`config.mk`:
```
export PLATFORM = sky130hd
export DESIGN_NAME = murmur3_32_stream_hash
export DESIGN_NICKNAME = d
export VERILOG_FILES = /design/src/rtl/core/mur3_pkg.sv /design/src/rtl/core/mur3_front.sv /design/src/rtl/core/mur3_queue.sv /design/src/rtl/core/mur3_back.sv /design/src/rtl/core/murmur3_32_stream_hash.sv
export SDC_FILE = /design/constraint.sdc
export NUM_CORES = 2
export LEC_CHECK = 0
export BUFFER_PORTS_ARGS = -buffer_cell sky130_fd_sc_hd__buf_2
export CORE_MARGIN = 2
export CORE_UTILIZATION = 59
export CTS_BUF_LIST = sky130_fd_sc_hd__clkbuf_16
export DETAILED_ROUTE_END_ITERATION = 12
export GPL_ROUTABILITY_DRIVEN = 1
export PLACE_DENSITY = 0.73
export SKIP_CTS_REPAIR_TIMING = 1
export SYNTH_ARGS = -nofsm -noshare
export SYNTH_HDL_FRONTEND = slang
export SYNTH_SLANG_ARGS = --single-unit
```
`constraint.sdc`:
```
create_clock -name clk -period 8.99 [get_ports clk]
set_clock_uncertainty 0.15 [all_clocks]
set_input_delay 0 -clock clk [delete_from_list [all_inputs] [get_ports clk]]
set_output_delay 0 -clock clk [all_outputs]
set_load 0.05 [all_outputs]
```
`src/rtl/core/mur3_pkg.sv`:
```
// Shared types and constants of the MurmurHash3 x86_32 stream hasher.
// Used by mur3_front, mur3_queue, mur3_back and murmur3_32_stream_hash.
package mur3_pkg;

  localparam int unsigned WORD_W = 32;
  localparam int unsigned COUNT_W = 3;
  localparam int unsigned QUEUE_DEPTH = 2;
  localparam int unsigned QUEUE_AW = (QUEUE_DEPTH > 1) ? $clog2(QUEUE_DEPTH) : 1;
  localparam int unsigned QUEUE_CW = $clog2(QUEUE_DEPTH + 1);

  localparam logic [WORD_W-1:0] MIX_C1 = 32'hcc9e2d51;
  localparam logic [WORD_W-1:0] MIX_C2 = 32'h1b873593;
  localparam logic [WORD_W-1:0] FOLD_ADD = 32'he6546b64;
  localparam logic [WORD_W-1:0] FIN_C1 = 32'h85ebca6b;
  localparam logic [WORD_W-1:0] FIN_C2 = 32'hc2b2ae35;

  localparam logic [COUNT_W-1:0] COUNT_NONE = 3'd0;
  localparam logic [COUNT_W-1:0] COUNT_ONE = 3'd1;
  localparam logic [COUNT_W-1:0] COUNT_TWO = 3'd2;
  localparam logic [COUNT_W-1:0] COUNT_THREE = 3'd3;
  localparam logic [COUNT_W-1:0] COUNT_FULL = 3'd4;

  typedef struct packed {
    logic [WORD_W-1:0] mixed;
    logic [COUNT_W-1:0] count;
    logic last;
  } mur3_item_t;

  typedef enum logic [1:0] {
    ST_RUN,
    ST_FIN1,
    ST_FIN2,
    ST_FIN3
  } mur3_state_t;

  function automatic logic [WORD_W-1:0] rotl15(input logic [WORD_W-1:0] x);
    rotl15 = {x[WORD_W-16:0], x[WORD_W-1:WORD_W-15]};
  endfunction

  function automatic logic [WORD_W-1:0] rotl13(input logic [WORD_W-1:0] x);
    rotl13 = {x[WORD_W-14:0], x[WORD_W-1:WORD_W-13]};
  endfunction

endpackage

```
`src/rtl/core/mur3_front.sv`:
```
// Front end: accepts key words, saturates and masks the tail, runs the word mix.
// Two registered multiply stages; depends on mur3_pkg.
module mur3_front (
  input  logic                           clk,
  input  logic                           rst,
  input  logic                           push,
  output logic                           full,
  input  logic [mur3_pkg::WORD_W-1:0]    data_word,
  input  logic [mur3_pkg::COUNT_W-1:0]   byte_count,
  input  logic                           last_item,
  output logic                           q_push,
  input  logic                           q_full,
  output mur3_pkg::mur3_item_t           q_item
);

  logic                          advance;
  logic [mur3_pkg::COUNT_W-1:0]  count_sat;
  logic [mur3_pkg::WORD_W-1:0]   masked;
  logic                          s1_valid;
  logic [mur3_pkg::WORD_W-1:0]   s1_k;
  logic [mur3_pkg::COUNT_W-1:0]  s1_count;
  logic                          s1_last;
  logic                          s2_valid;
  logic [mur3_pkg::WORD_W-1:0]   s2_k;
  logic [mur3_pkg::COUNT_W-1:0]  s2_count;
  logic                          s2_last;

  assign advance = !s2_valid || !q_full;
  assign full = !advance;

  always_comb begin
    if (!last_item || byte_count > mur3_pkg::COUNT_FULL) begin
      count_sat = mur3_pkg::COUNT_FULL;
    end else begin
      count_sat = byte_count;
    end
  end

  always_comb begin
    unique case (count_sat)
      mur3_pkg::COUNT_NONE:  masked = '0;
      mur3_pkg::COUNT_ONE:   masked = {24'd0, data_word[7:0]};
      mur3_pkg::COUNT_TWO:   masked = {16'd0, data_word[15:0]};
      mur3_pkg::COUNT_THREE: masked = {8'd0, data_word[23:0]};
      default:               masked = data_word;
    endcase
  end

  always_ff @(posedge clk) begin
    if (rst) begin
      s1_valid <= 1'b0;
      s2_valid <= 1'b0;
    end else if (advance) begin
      s1_valid <= push;
      s2_valid <= s1_valid;
    end
  end

  always_ff @(posedge clk) begin
    if (advance) begin
      s1_k <= masked * mur3_pkg::MIX_C1;
      s1_count <= count_sat;
      s1_last <= last_item;
      s2_k <= mur3_pkg::rotl15(s1_k) * mur3_pkg::MIX_C2;
      s2_count <= s1_count;
      s2_last <= s1_last;
    end
  end

  assign q_push = s2_valid && !q_full;
  assign q_item.mixed = s2_k;
  assign q_item.count = s2_count;
  assign q_item.last = s2_last;

endmodule

```
`src/rtl/core/mur3_queue.sv`:
```
// Short queue of mixed items between front and back ends.
// Depth from mur3_pkg::QUEUE_DEPTH; depends on mur3_pkg.
module mur3_queue (
  input  logic                  clk,
  input  logic                  rst,
  input  logic                  wr_en,
  input  mur3_pkg::mur3_item_t  wr_item,
  output logic                  q_full,
  input  logic                  rd_en,
  output logic                  q_empty,
  output mur3_pkg::mur3_item_t  rd_item
);

  mur3_pkg::mur3_item_t               slots [mur3_pkg::QUEUE_DEPTH];
  logic [mur3_pkg::QUEUE_AW-1:0]      wr_ptr;
  logic [mur3_pkg::QUEUE_AW-1:0]      rd_ptr;
  logic [mur3_pkg::QUEUE_CW-1:0]      fill;
  logic                               do_wr;
  logic                               do_rd;

  assign q_full = (fill == mur3_pkg::QUEUE_CW'(mur3_pkg::QUEUE_DEPTH));
  assign q_empty = (fill == '0);
  assign do_wr = wr_en && !q_full;
  assign do_rd = rd_en && !q_empty;
  assign rd_item = slots[rd_ptr];

  always_ff @(posedge clk) begin
    if (do_wr) begin
      slots[wr_ptr] <= wr_item;
    end
  end

  always_ff @(posedge clk) begin
    if (rst) begin
      wr_ptr <= '0;
      rd_ptr <= '0;
      fill <= '0;
    end else begin
      if (do_wr) begin
        wr_ptr <= (wr_ptr == mur3_pkg::QUEUE_AW'(mur3_pkg::QUEUE_DEPTH - 1)) ? '0 : wr_ptr + 1'b1;
      end
      if (do_rd) begin
        rd_ptr <= (rd_ptr == mur3_pkg::QUEUE_AW'(mur3_pkg::QUEUE_DEPTH - 1)) ? '0 : rd_ptr + 1'b1;
      end
      if (do_wr && !do_rd) begin
        fill <= fill + 1'b1;
      end else if (do_rd && !do_wr) begin
        fill <= fill - 1'b1;
      end
    end
  end

endmodule

```
`src/rtl/core/mur3_back.sv`:
```
// Back end: folds mixed words into the running hash, finalizes, holds the result.
// Also holds the seed register; depends on mur3_pkg.
module mur3_back (
  input  logic                         clk,
  input  logic                         rst,
  input  logic                         q_empty,
  input  mur3_pkg::mur3_item_t         q_item,
  output logic                         q_pop,
  input  logic                         cfg_valid,
  input  logic [mur3_pkg::WORD_W-1:0]  cfg_data,
  output logic                         empty,
  input  logic                         pop,
  output logic [mur3_pkg::WORD_W-1:0]  hash_value
);

  mur3_pkg::mur3_state_t          state;
  mur3_pkg::mur3_state_t          state_next;
  logic [mur3_pkg::WORD_W-1:0]    hash_seed;
  logic [mur3_pkg::WORD_W-1:0]    running_hash;
  logic [mur3_pkg::WORD_W-1:0]    key_length;
  logic                           key_started;
  logic [mur3_pkg::WORD_W-1:0]    acc;
  logic [mur3_pkg::WORD_W-1:0]    mixed_in;
  logic [mur3_pkg::WORD_W-1:0]    folded;
  logic [mur3_pkg::WORD_W-1:0]    tail_hash;
  logic [mur3_pkg::WORD_W-1:0]    length_next;
  logic                           out_valid;
  logic                           out_free;
  logic                           out_load;
  logic [mur3_pkg::WORD_W-1:0]    fin1_in;
  logic [mur3_pkg::WORD_W-1:0]    fin2_in;

  assign out_free = !out_valid || pop;

  always_comb begin
    mixed_in = running_hash ^ q_item.mixed;
    folded = (mur3_pkg::rotl13(mixed_in) << 2) + mur3_pkg::rotl13(mixed_in) + mur3_pkg::FOLD_ADD;
    if (q_item.count == mur3_pkg::COUNT_FULL) begin
      tail_hash = folded;
    end else if (q_item.count == mur3_pkg::COUNT_NONE) begin
      tail_hash = running_hash;
    end else begin
      tail_hash = mixed_in;
    end
    length_next = key_length + {{(mur3_pkg::WORD_W - mur3_pkg::COUNT_W){1'b0}}, q_item.count};
    fin1_in = acc ^ (acc >> 16);
    fin2_in = acc ^ (acc >> 13);
  end

  always_comb begin
    state_next = state;
    unique case (state)
      mur3_pkg::ST_RUN: begin
        if (!q_empty && q_item.last) begin
          state_next = mur3_pkg::ST_FIN1;
        end
      end
      mur3_pkg::ST_FIN1: state_next = mur3_pkg::ST_FIN2;
      mur3_pkg::ST_FIN2: state_next = mur3_pkg::ST_FIN3;
      mur3_pkg::ST_FIN3: begin
        if (out_free) begin
          state_next = mur3_pkg::ST_RUN;
        end
      end
      default: state_next = mur3_pkg::ST_RUN;
    endcase
  end

  always_comb begin
    q_pop = 1'b0;
    out_load = 1'b0;
    unique case (state)
      mur3_pkg::ST_RUN:  q_pop = !q_empty;
      mur3_pkg::ST_FIN3: out_load = out_free;
      default: begin
        q_pop = 1'b0;
        out_load = 1'b0;
      end
    endcase
  end

  always_ff @(posedge clk) begin
    if (rst) begin
      state <= mur3_pkg::ST_RUN;
      hash_seed <= '0;
      running_hash <= '0;
      key_length <= '0;
      key_started <= 1'b0;
      out_valid <= 1'b0;
    end else begin
      state <= state_next;
      if (cfg_valid) begin
        hash_seed <= cfg_data;
        if (!key_started) begin
          running_hash <= cfg_data;
        end
      end
      if (q_pop) begin
        if (q_item.last) begin
          running_hash <= hash_seed;
          key_length <= '0;
          key_started <= 1'b0;
        end else begin
          running_hash <= folded;
          key_length <= length_next;
          key_started <= 1'b1;
        end
      end
      if (out_load) begin
        out_valid <= 1'b1;
      end else if (pop) begin
        out_valid <= 1'b0;
      end
    end
  end

  always_ff @(posedge clk) begin
    unique case (state)
      mur3_pkg::ST_RUN:  acc <= tail_hash ^ length_next;
      mur3_pkg::ST_FIN1: acc <= fin1_in * mur3_pkg::FIN_C1;
      mur3_pkg::ST_FIN2: acc <= fin2_in * mur3_pkg::FIN_C2;
      default:           acc <= acc;
    endcase
    if (out_load) begin
      hash_value <= acc ^ (acc >> 16);
    end
  end

  assign empty = !out_valid;

endmodule

```
`src/rtl/core/murmur3_32_stream_hash.sv`:
```
// Top level of the MurmurHash3 x86_32 stream hasher.
// Instantiates mur3_front, mur3_queue and mur3_back; depends on mur3_pkg.
//
// Computes the 32-bit MurmurHash3 (x86_32) of a key streamed as little-endian
// 32-bit words. Push one word per cycle; mark the final word with last_item and
// give its valid byte count (0 to 4, larger values act as 4). Words before the
// last always count as four bytes. A non-last word passes through a two-stage
// multiply pipeline in the front end and folds into the running hash in the
// back end, so keys stream at one word per clock while full stays low. A last
// word is folded (ST_RUN), runs two registered finalizer multiplies (ST_FIN1,
// ST_FIN2) and waits in ST_FIN3 for a free output register; the queue is not
// read again until ST_RUN. The hash shows on hash_value while empty is low; it
// sits in an output register, so the front end keeps taking words while a
// result waits. Write the seed only while the block is idle; between keys it
// takes effect for the next key at once.
module murmur3_32_stream_hash (
  input  logic                         clk,
  input  logic                         rst,
  input  logic                         push,
  output logic                         full,
  input  logic [mur3_pkg::WORD_W-1:0]  data_word,
  input  logic [mur3_pkg::COUNT_W-1:0] byte_count,
  input  logic                         last_item,
  output logic                         empty,
  input  logic                         pop,
  output logic [mur3_pkg::WORD_W-1:0]  hash_value,
  input  logic                         cfg_valid,
  output logic                         cfg_ready,
  input  logic [mur3_pkg::WORD_W-1:0]  cfg_data
);

  logic                  fq_push;
  logic                  fq_full;
  mur3_pkg::mur3_item_t  fq_item;
  logic                  bq_pop;
  logic                  bq_empty;
  mur3_pkg::mur3_item_t  bq_item;

  assign cfg_ready = 1'b1;

  mur3_front u_front (
    .clk        (clk),
    .rst        (rst),
    .push       (push),
    .full       (full),
    .data_word  (data_word),
    .byte_count (byte_count),
    .last_item  (last_item),
    .q_push     (fq_push),
    .q_full     (fq_full),
    .q_item     (fq_item)
  );

  mur3_queue u_queue (
    .clk     (clk),
    .rst     (rst),
    .wr_en   (fq_push),
    .wr_item (fq_item),
    .q_full  (fq_full),
    .rd_en   (bq_pop),
    .q_empty (bq_empty),
    .rd_item (bq_item)
  );

  mur3_back u_back (
    .clk        (clk),
    .rst        (rst),
    .q_empty    (bq_empty),
    .q_item     (bq_item),
    .q_pop      (bq_pop),
    .cfg_valid  (cfg_valid),
    .cfg_data   (cfg_data),
    .empty      (empty),
    .pop        (pop),
    .hash_value (hash_value)
  );

endmodule
```
==> impl_metrics.json <==
{
  "clk_latency_ns": 0.57,
  "wl_per_cell_um": 21.7,
  "max_freq_ghz": 0.122,
  "grt_pass1_wl_mm": 206,
  "critPathMaxStageDelay_ns": 0.71,
  "min_path_type": "in2reg",
  "totalWireLength_mm": 132,
  "chipHeight_um": 292,
  "clock_tree.buffer_depth": 3,
  "synth_nets": 6451,
  "maxCapViolCount": 0,
  "grt_antenna_before_repair": 5,
  "ys_seq_elements": 315,
  "worst_pin_slew_ns": 1.13,
  "numCtsBuffers": 39,
  "hpwl_mm": 112,
  "ys_types": 86,
  "finalCritPeriodShare": 0.909,
  "synth_area_leaders": "fa_1, ha_1, edfxtp_1, inv_1, xnor2_1",
  "grt_use_total": 0.319,
  "grt-ovfl-total": 0,
  "critical_path_class": "reg2reg",
  "drc": 0,
  "path_max_fanout": 9,
  "initial_core_util": 0.596,
  "finalSetupTns_ns": 0,
  "cts-root-buf": "clkbuf_16",
  "viasPerCell": 5.57,
  "syn_to_final_growth_pct": 7.38,
  "fp.dieW_um": 292,
  "crit_path_start_kind": "flop",
  "grtUsageMet3": 0.0413,
  "port_buffers": 106,
  "yosysTopAreaCell": "fa_1",
  "gp_congestion": 1.01,
  "final_max_slew_viol_count": 0,
  "final-seq-area_um2": 8390,
  "yosys_most_used_dff": "edfxtp_1",
  "drtAntennaViolNets": 0,
  "outcome": "complete, no violations",
  "grt_pass1_vias": 35900,
  "met2_usage": 0.546,
  "layout.nets": 6599,
  "grt.busiest_layer": "met2",
  "syn-cell-area_um2": 49000,
  "num_rows": 105,
  "reg2reg_slack_ns": 0.82,
  "rsz0062_at_grt": "no",
  "io_pins": 108,
  "cp.required_ns": 9.12,
  "slowest_stage": "xor2_1",
  "vias": 33900,
  "synth_edf_count": 208,
  "dieArea_um2": 85300,
  "cts.clk_slew.worst_paths_ns": 0.06,
  "cts_tree": "done",
  "grtUsageMet1": 0.411,
  "multi_input_area_um2": 35400,
  "drt_iter0_drc": 2379,
  "ys_async_sr_fraction": 0,
  "hold_violations": 0,
  "min_period_ns": 8.17,
  "fp.coreArea_um2": 82100,
  "drtPass1Iterations": 5,
  "critPathCaptureType": "flop",
  "syn_area_per_cell_um2": 10.1,
  "drive_gt1_frac": 0.0498,
  "grt_max_degree": 80,
  "slew-limit-headroom": 0.246,
  "htree_levels": 2,
  "ys.warnings.count": 0,
  "syn-instance-count": 4841,
  "seq_area_frac_synth": 0.171,
  "setup_viol": 0,
  "worstPathArrival_ns": 8.30,
  "synth.top_cell.area_share": 0.298,
  "numClockSinks": 315,
  "nFillCells": 6636
}
final cells by class:
type / instances / share of cell area
sequential: 315 / 0.160
antenna: 4 / 0.000190
inverter: 1286 / 0.0918
tap: 1070 / 0.0255
timing repair buffer: 195 / 0.0250
clock inverter: 29 / 0.00445
multi-input combinational: 3152 / 0.674
clock buffer: 41 / 0.0195
sequential cells by signal (all words and copies together), names as in the netlist, named ones only:
signal	cells
u_back.state	2
u_front.s2_valid	1
u_queue.wr_ptr	1
u_front.s2_last	1
u_back.hash_seed	32
u_front.s1_count	3
u_front.s2_count	3
u_back.out_valid	1
u_front.s1_last	1
u_back.hash_value	32
u_front.s2_k	32
u_back.key_length	32
u_front.s1_valid	1
u_queue.fill	2
u_queue.slots	72
u_front.s1_k	32
u_back.running_hash	32
u_back.acc	32
u_queue.rd_ptr	1
u_back.key_started	1
through the flow:
step	utilization	area (µm²)	hold slack (ns)	instances	setup WS, ns
after floorplan	-	49000	-0.0511	4841	1.52
after global placement	0.619	50900	0.101	5973	1.04
after detailed placement	0.619	50900	0.0991	5973	0.957
after CTS	0.635	52100	-0.484	6043	0.894
after global routing	0.640	52600	0.0318	6088	0.576
final	0.640	52600	0.0369	6092	0.819
synth_stat cells, drive strengths merged, types with 4 or more instances:
master and count:
xnor2 260, buf 17, nor3 49, ha 808, or2 9, nand2 139
o21a 34, a21o 57, fa 729, and4 4, clkbuf 71, a211oi 50
or3 21, a22oi 19, inv 1282, dfxtp 107, nand3 32, o31ai 8
nand2b 32, mux2i 78, nor4 9, a21oi 161, edfxtp 208, nand4 7
o21bai 12, nor2 184, a31oi 15, nor2b 19, a21boi 5, and2 27
a221oi 18, clkinv 4, a31o 5, o21ai 110, o211ai 12, and3 22
xor2 122, o22ai 40, a41o 5
placed cells by master (no fill, tap or decap), types with 104 or more instances in the layout:
cell type,n
inv_1,1285
ha_1,808
fa_1,729
xnor2_1,259
edfxtp_1,208
nor2_1,181
a21oi_1,160
nand2_1,139
xor2_1,122
dfxtp_1,106
buf_2,105
o21ai_0,104
critical path, delay by kind of cell, from the launching register on:
family                     cells  cell delay (ns)
adders and majority gates      9             3.78
DFF                            1             0.36
and+or+nand+nor                1             0.26
xor gates and xnor gates       2             0.83
buffers and inverters          7             0.72
AOI/OAI and AO/OA              8             1.77
final timing paths:
path | startpoint | to | depth (start not counted)
max | u_back.acc[18] | u_back.acc[31] | 27
min | cfg_valid | u_back.hash_seed[1] | 4
max reg2reg | u_back.acc[18] | u_back.acc[31] | 27
min reg2reg | u_front.s1_count[2] | u_front.s2_count[2] | 0
cell families (layout without fill, tap and decap cells):
family	Yosys count	in the layout	share of synthesized area
multiplexers	81	81	0.0166
adder cells (fa/ha/maj)	1537	1537	0.505
AO/OA/AOI/OAI	590	590	0.0787
flip-flops	315	315	0.171
AND/OR/NAND/NOR	561	561	0.0542
XOR/XNOR	382	382	0.0687
other	1	5	0.0000766
buffers and inverters	1374	1551	0.106
layer usage:
layer / vias up / share of wire
li1: 15700 / -
met1: 16900 / 0.40
met4: 8 / 0.048
met5: - / 0.00039
met3: 262 / 0.058
met2: 1080 / 0.49
Power is left out: the tool's default activity adds up to more than one toggle a clock period on the data nets, which glitch-free logic cannot reach.
